[src/rtl/core/ftn_pkg.sv]
// Package with the shared types and constants of the frame timestamp normalizer.
package ftn_pkg;

  localparam int unsigned StampW  = 48;
  localparam int unsigned LengthW = 32;
  localparam int unsigned TimeW   = 47;
  localparam int unsigned DurW    = 31;
  localparam int unsigned CfgIdxW = 2;
  localparam int unsigned CfgDatW = 48;

  localparam logic [DurW-1:0]  DefaultLength = DurW'(33333);
  localparam logic [TimeW-1:0] TimeMax       = {TimeW{1'b1}};

  localparam logic [CfgIdxW-1:0] CfgOriginPresent  = 2'd0;
  localparam logic [CfgIdxW-1:0] CfgTimelineOrigin = 2'd1;
  localparam logic [CfgIdxW-1:0] CfgNominalPresent = 2'd2;
  localparam logic [CfgIdxW-1:0] CfgNominalDur     = 2'd3;

  typedef struct packed {
    logic                      origin_present;
    logic signed [StampW-1:0]  timeline_origin;
    logic                      nominal_present;
    logic signed [LengthW-1:0] nominal_duration;
  } cfg_t;

  typedef struct packed {
    logic                      stamp_present;
    logic signed [StampW-1:0]  stamp;
    logic                      length_present;
    logic signed [LengthW-1:0] length;
  } frame_t;

  typedef struct packed {
    logic [TimeW-1:0] presentation_time;
    logic [DurW-1:0]  frame_duration;
  } result_t;

endpackage

[src/rtl/core/ftn_cfg.sv]
// Configuration register file of the frame timestamp normalizer.
module ftn_cfg (
  input  logic                               clk,
  input  logic                               rst,
  input  logic                               cfg_valid,
  input  logic [ftn_pkg::CfgIdxW-1:0]        cfg_index,
  input  logic [ftn_pkg::CfgDatW-1:0]        cfg_data,
  output ftn_pkg::cfg_t                      cfg
);

  always_ff @(posedge clk) begin
    if (rst) begin
      cfg <= '0;
    end else if (cfg_valid) begin
      unique case (cfg_index)
        ftn_pkg::CfgOriginPresent:  cfg.origin_present   <= cfg_data[0];
        ftn_pkg::CfgTimelineOrigin: cfg.timeline_origin  <= cfg_data[ftn_pkg::StampW-1:0];
        ftn_pkg::CfgNominalPresent: cfg.nominal_present  <= cfg_data[0];
        ftn_pkg::CfgNominalDur:     cfg.nominal_duration <= cfg_data[ftn_pkg::LengthW-1:0];
        default: ;
      endcase
    end
  end

endmodule

[src/rtl/core/ftn_calc.sv]
// Timeline state and per-frame presentation time and duration logic.
module ftn_calc (
  input  logic              clk,
  input  logic              rst,
  input  ftn_pkg::cfg_t     cfg,
  input  ftn_pkg::frame_t   frame,
  input  logic              fire,
  output ftn_pkg::result_t  result
);

  localparam int unsigned SumW = ftn_pkg::StampW + 1;

  logic                              first_seen;
  logic signed [ftn_pkg::StampW-1:0] first_stamp;
  logic                              last_seen;
  logic [ftn_pkg::TimeW-1:0]         last_time;
  logic [ftn_pkg::DurW-1:0]          last_length;

  logic signed [ftn_pkg::StampW-1:0]  base;
  logic signed [SumW-1:0]             raw;
  logic [ftn_pkg::StampW-1:0]         clamped;
  logic [ftn_pkg::StampW-1:0]         mono;
  logic [ftn_pkg::TimeW-1:0]          t;
  logic signed [ftn_pkg::LengthW-1:0] d_sel;
  logic [ftn_pkg::DurW-1:0]           d;

  always_comb begin
    if (cfg.origin_present) begin
      base = cfg.timeline_origin;
    end else if (first_seen) begin
      base = first_stamp;
    end else begin
      base = frame.stamp;
    end

    if (frame.stamp_present) begin
      raw = SumW'(frame.stamp) - SumW'(base);
    end else if (last_seen) begin
      raw = $signed({2'b00, last_time}) + $signed({{(SumW-ftn_pkg::DurW){1'b0}}, last_length});
    end else begin
      raw = '0;
    end

    clamped = raw[SumW-1] ? '0 : raw[ftn_pkg::StampW-1:0];
    if (last_seen && (clamped < {1'b0, last_time})) begin
      mono = {1'b0, last_time};
    end else begin
      mono = clamped;
    end
    t = mono[ftn_pkg::StampW-1] ? ftn_pkg::TimeMax : mono[ftn_pkg::TimeW-1:0];

    priority if (frame.length_present) begin
      d_sel = frame.length;
    end else if (cfg.nominal_present) begin
      d_sel = cfg.nominal_duration;
    end else begin
      d_sel = $signed({1'b0, last_length});
    end
    d = (d_sel <= 0) ? ftn_pkg::DefaultLength : d_sel[ftn_pkg::DurW-1:0];
  end

  assign result.presentation_time = t;
  assign result.frame_duration    = d;

  always_ff @(posedge clk) begin
    if (rst) begin
      first_seen  <= 1'b0;
      first_stamp <= '0;
      last_seen   <= 1'b0;
      last_time   <= '0;
      last_length <= '0;
    end else if (fire) begin
      if (frame.stamp_present && !cfg.origin_present && !first_seen) begin
        first_seen  <= 1'b1;
        first_stamp <= frame.stamp;
      end
      last_seen   <= 1'b1;
      last_time   <= t;
      last_length <= d;
    end
  end

endmodule

[src/rtl/core/frame_timestamp_normalizer.sv]
// Top level of the frame timestamp normalizer: request and result registers around the logic.
//
//  Channel | Handshake          | Payload
//  --------+--------------------+------------------------------------------------
//  in      | in_valid/in_stall  | stamp_present, stamp, length_present, length
//  out     | out_valid/out_stall| presentation_time, frame_duration
//  cfg     | cfg_valid/cfg_ready| cfg_index, cfg_data
//
// A request passes through the request register and then the result register, and one
// request is taken per cycle while the result is not stalled.
// The timeline state updates in the cycle a request leaves the request register.
// Reset is synchronous and clears all control state and the configuration registers.
// A stalled result holds the pipe; in_stall rises only when the request register is full
// and cannot move.
module frame_timestamp_normalizer (
  input  logic                                clk,
  input  logic                                rst,
  input  logic                                in_valid,
  output logic                                in_stall,
  input  logic                                stamp_present,
  input  logic signed [ftn_pkg::StampW-1:0]   stamp,
  input  logic                                length_present,
  input  logic signed [ftn_pkg::LengthW-1:0]  length,
  output logic                                out_valid,
  input  logic                                out_stall,
  output logic [ftn_pkg::TimeW-1:0]           presentation_time,
  output logic [ftn_pkg::DurW-1:0]            frame_duration,
  input  logic                                cfg_valid,
  output logic                                cfg_ready,
  input  logic [ftn_pkg::CfgIdxW-1:0]         cfg_index,
  input  logic [ftn_pkg::CfgDatW-1:0]         cfg_data
);

  ftn_pkg::cfg_t    cfg;
  ftn_pkg::frame_t  req;
  ftn_pkg::result_t res;
  logic             req_valid;
  logic             fire;
  logic             in_take;

  assign cfg_ready = 1'b1;
  assign fire      = req_valid && (!out_valid || !out_stall);
  assign in_stall  = req_valid && !fire;
  assign in_take   = in_valid && !in_stall;

  ftn_cfg u_cfg (
    .clk       (clk),
    .rst       (rst),
    .cfg_valid (cfg_valid),
    .cfg_index (cfg_index),
    .cfg_data  (cfg_data),
    .cfg       (cfg)
  );

  ftn_calc u_calc (
    .clk    (clk),
    .rst    (rst),
    .cfg    (cfg),
    .frame  (req),
    .fire   (fire),
    .result (res)
  );

  always_ff @(posedge clk) begin
    if (rst) begin
      req_valid <= 1'b0;
      out_valid <= 1'b0;
    end else begin
      if (in_take) begin
        req_valid <= 1'b1;
      end else if (fire) begin
        req_valid <= 1'b0;
      end
      if (fire) begin
        out_valid <= 1'b1;
      end else if (!out_stall) begin
        out_valid <= 1'b0;
      end
    end
  end

  always_ff @(posedge clk) begin
    if (in_take) begin
      req.stamp_present  <= stamp_present;
      req.stamp          <= stamp;
      req.length_present <= length_present;
      req.length         <= length;
    end
    if (fire) begin
      presentation_time <= res.presentation_time;
      frame_duration    <= res.frame_duration;
    end
  end

endmodule

[config.mk]
export PLATFORM = sky130hd
export DESIGN_NAME = frame_timestamp_normalizer
export DESIGN_NICKNAME = d
export VERILOG_FILES = /design/src/rtl/core/ftn_pkg.sv /design/src/rtl/core/ftn_cfg.sv /design/src/rtl/core/ftn_calc.sv /design/src/rtl/core/frame_timestamp_normalizer.sv
export SDC_FILE = /design/constraint.sdc
export NUM_CORES = 1
export LEC_CHECK = 0
export ABC_CLOCK_PERIOD_IN_PS = 8660
export BUFFER_PORTS_ARGS = -buffer_cell sky130_fd_sc_hd__buf_2
export CORE_UTILIZATION = 35
export DETAILED_ROUTE_END_ITERATION = 10
export GPL_TIMING_DRIVEN = 0
export PLACE_DENSITY = 0.6
export SETUP_SLACK_MARGIN = 0.4
export SKIP_CTS_REPAIR_TIMING = 1
export SYNTH_ARGS = -nofsm -noshare
export SYNTH_HDL_FRONTEND = slang
export SYNTH_HIERARCHICAL = 1
export SYNTH_SLANG_ARGS = --single-unit
[constraint.sdc]
create_clock -name clk -period 8.66 [get_ports clk]
set_clock_uncertainty 0.15 [all_clocks]
set_input_delay 0.866 -clock clk [delete_from_list [all_inputs] [get_ports clk]]
set_output_delay 0.866 -clock clk [all_outputs]
set_load 0.02 [all_outputs]
==> run summary <==
In this run the static leakage power is 10.24 nW. The hold violation total from the final report is 0. In this run the worst path has a maximum fanout of 10. In the layout the commonest cells are 258 x nand2_1, 237 x buf_2, 220 x a21oi_1. The worst vdd rail ir drop came out at 118.2 µV. The fraction of met3 tracks used by global routing came out at 0.04174. The most common cell after layout, fill and taps aside is nand2_1. The worst slew margin relative to its limit is 0.2611.

The floorplan step set the die height to 254.3 µm. The area inside the core boundary is 0.06297 mm². The overflow left after global routing came out at 0. The violation count after the first detailed-routing iteration is 1518.

The worst setup slack after placement came out at -0.1457 ns. The area taken by flip-flops and latches came out at 0.009049 mm². The synthesized netlist cell count came out at 2411. Buffers placed on the I/O ports in this run total 216. The final-layout fill cell count is 6314. The routed design could run at a clock period as short as 7.930 ns. TritonCTS created 44 clock buffers. The power density over the cells is 202.8 mW/mm². The required time of the worst setup path came out at 8.77 ns. The power spent charging and discharging nets came out at 1.755 mW. The count of cells along the worst hold path is 1. The net count after synthesis came out at 2675. The synthesis-stage register bit count is 372. The placer congestion estimate came out at 0.9619.

The combined area of all synthesized cells came out at 0.02228 mm². For this block, the routed nets add up to 77870 µm of wire. The flow ran to the end, and the final reports show no timing, DRC or antenna violations. For this run, the total global-route usage over all layers was measured as 0.2357. The total half-perimeter wirelength after legalization and detailed placement is 62850 µm.

The number of antenna violations at the first check in global routing is 1. The routed via count came out at 19150. Entering global routing, the biggest net connects 35 pins.

The boundary pin count is 218. The count of yosys warnings during synthesis came out at 6. The total negative slack is 0 ns. The horizontal die dimension came out at 254.3 µm.

The final number of max-transition violations is 0. TritonCTS built the clock tree. Counting flops with a built-in enable in the synthesized netlist gives 160.

The final critical-path share of the clock period is 0.9157. In the final routed layout, each cell accounts on average for 21.87 µm. The combinational cell fraction of total power came out at 0.251. The H-tree level count came out at 2. After routing the design area is 0.02608 mm². In this run the clock root is driven by a clkbuf_16.

The sequential area share after synthesis came out at 0.4062. The relative contribution of the clock network to total power is 0.361. The switching portion of total power came out at 0.3317.

The transition at the pin with the smallest max-transition slack came out at 1.108 ns. The standard cell area after detailed placement came out at 0.02455 mm². Clock-pin slew was measured on the worst setup and hold paths at 0.06 ns.

For this run, design rule violations remaining after detail routing come to 0. The internal power of the cells is 3.535 mW. The global-route layer with the greatest usage is met2. The average cell area after synthesis came out at 9.239 µm². Counting every sink on the clock net gives 372. The worst setup path is launched from a flop. The main flop type after synthesis is dfxtp_1. The deepest clock path buffer count came out at 3. The floorplan die area is 0.06466 mm².

The post-synthesis to final-layout area growth is 17.07%. For met2 alone, demand over resource in global routing was 0.3709. The via count normalized by instance count came out at 5.380. The number of global-route vias before repair was 18410. The number of nets in the layout is 2942. The critical path is of the flop to flop type. The path depth of the worst reg2reg path is 25. The post-detailed-route count of antenna-violating nets came out at 0. The worst path arrival time is 8.04 ns. The global routing met1 resource utilization came out at 0.3227. The insertion delay to the later sink of the worst-skew pair is 0.59 ns. In the synthesized netlist the async set-or-reset flop fraction comes to 0. The total setup violations reported at the end of the flow is 0. The post-synthesis cell type count is 82. The tool flagged a number of max-cap violations equal to 0. The area of combinational cells with multiple inputs came out at 0.01219 mm². The number of rows created at floorplan came out at 92. The worst hold slack across all endpoints came out at 0.2994 ns. The share of total power dissipated in sequential elements is 0.387. Power comes to 5.290 mW.

The element type at the critical path end is a flop. The share of post-route cells with drive strength above 1 came out at 0.1544. The smallest setup slack after layout is 0.7303 ns. The wire length of the first global-routing pass is 114200 µm. The initial utilization of the core area, before any placement, comes to 0.3538.

The number of detailed-routing iterations run before antenna repair came out at 6. Setup repair after global routing could not meet its margin everywhere. The min-delay analysis places its worst path in the category input pin to flop. Timing would allow up to 126.1 MHz.
## critical path, cell delays in order, from the launching register on
cell and delay [ns]:
dfxtp_1 0.33, clkbuf_2 0.25, clkbuf_2 0.32, clkbuf_1 0.53, a21oi_1 0.16, ha_1 0.31, clkbuf_1 0.34, and3_1 0.27
nand2_1 0.06, a21oi_1 0.42, a21oi_1 0.19, o21ai_0 0.30, a21oi_1 0.14, and3_1 0.24, o31ai_1 0.71, inv_1 0.10
ha_1 0.35, and4_1 0.17, a221o_1 0.31, a21o_1 0.18, a21oi_1 0.13, o21ai_0 0.13, a211oi_1 0.37, o21a_1 0.32
clkbuf_1 0.49, o211ai_1 0.30
## registers in the layout, summed over array words and instances, names as in the netlist
| name | count |
|---|---|
| req | 82 |
| u_cfg/cfg | 82 |
| u_calc/first_stamp | 48 |
| presentation_time | 47 |
| u_calc/last_time | 47 |
| frame_duration | 31 |
| u_calc/last_length | 31 |
| out_valid | 1 |
| req_valid | 1 |
| u_calc/first_seen | 1 |
| u_calc/last_seen | 1 |
## metal layers
metal / vias to the layer above / wire length [µm]
li1: 9250 / -
met2: 665 / 35000
met5: - / 0
met3: 123 / 5266
met1: 9114 / 35060
met4: 0 / 2544
## cell usage after synthesis (38+ instances only)
| library cell | number | area (µm²) |
|---|---|---|
| nand2_1 | 258 | 968.4 |
| a21oi_1 | 221 | 1106 |
| nor2_1 | 216 | 810.8 |
| dfxtp_1 | 212 | 4244 |
| mux2i_1 | 209 | 2092 |
| edfxtp_1 | 160 | 4805 |
| nand2b_1 | 142 | 888.4 |
| ha_1 | 125 | 1564 |
| inv_1 | 116 | 435.4 |
| clkbuf_1 | 99 | 371.6 |
| o21ai_0 | 67 | 335.3 |
| o211ai_1 | 43 | 322.8 |
| a221oi_2 | 40 | 600.6 |
| xnor2_1 | 39 | 341.6 |
| a21o_1 | 38 | 285.3 |
## power by group through the flow
stage	registers (mW)	logic, mW	clock network (mW)
detailed placement	2.09	1.30	0
global placement	2.09	1.28	0
floorplan	2.09	0.839	0
finish	2.05	1.33	1.91
global route	2.06	1.45	2.02
CTS	2.05	1.30	1.96
## worst paths after layout
path / from / to / slack [ns]
worst max-delay path: u_cfg/cfg[81] / presentation_time[45] / 0.73
worst min-delay path: stamp[28] / req[61] / 0.30
worst max register to register: u_cfg/cfg[81] / presentation_time[45] / 0.73
worst min register to register: u_calc/first_stamp[29] / u_calc/first_stamp[29] / 0.31
## cell families after synthesis
kind of cell	count (synthesis)	share of synthesized area
AO/OA/AOI/OAI	599	0.1876
XOR/XNOR	66	0.02595
adder cells (fa/ha/maj)	127	0.07201
buffers and inverters	260	0.04915
flip-flops	372	0.4062
multiplexers	211	0.09492
other	1	0.0001683
AND/OR/NAND/NOR	775	0.1640
## stage by stage
step / utilization / std cells
floorplan: - / 2411
global placement: 0.3878 / 3473
detailed placement: 0.3899 / 3478
CTS: 0.4133 / 3559
global route: 0.4142 / 3559
finish: 0.4142 / 3560
## cell type report
class / instances / area share
clock buffers: 47 / 0.04303
multi-input cells: 1779 / 0.4676
well taps: 846 / 0.04059
inverters: 117 / 0.01684
repair buffers: 221 / 0.04586
flip-flops and latches: 372 / 0.3470
clock inverters: 34 / 0.01353
plain buffers: 143 / 0.02552
diodes: 1 / 0.00009595
Power figures use the tool's default switching activity.
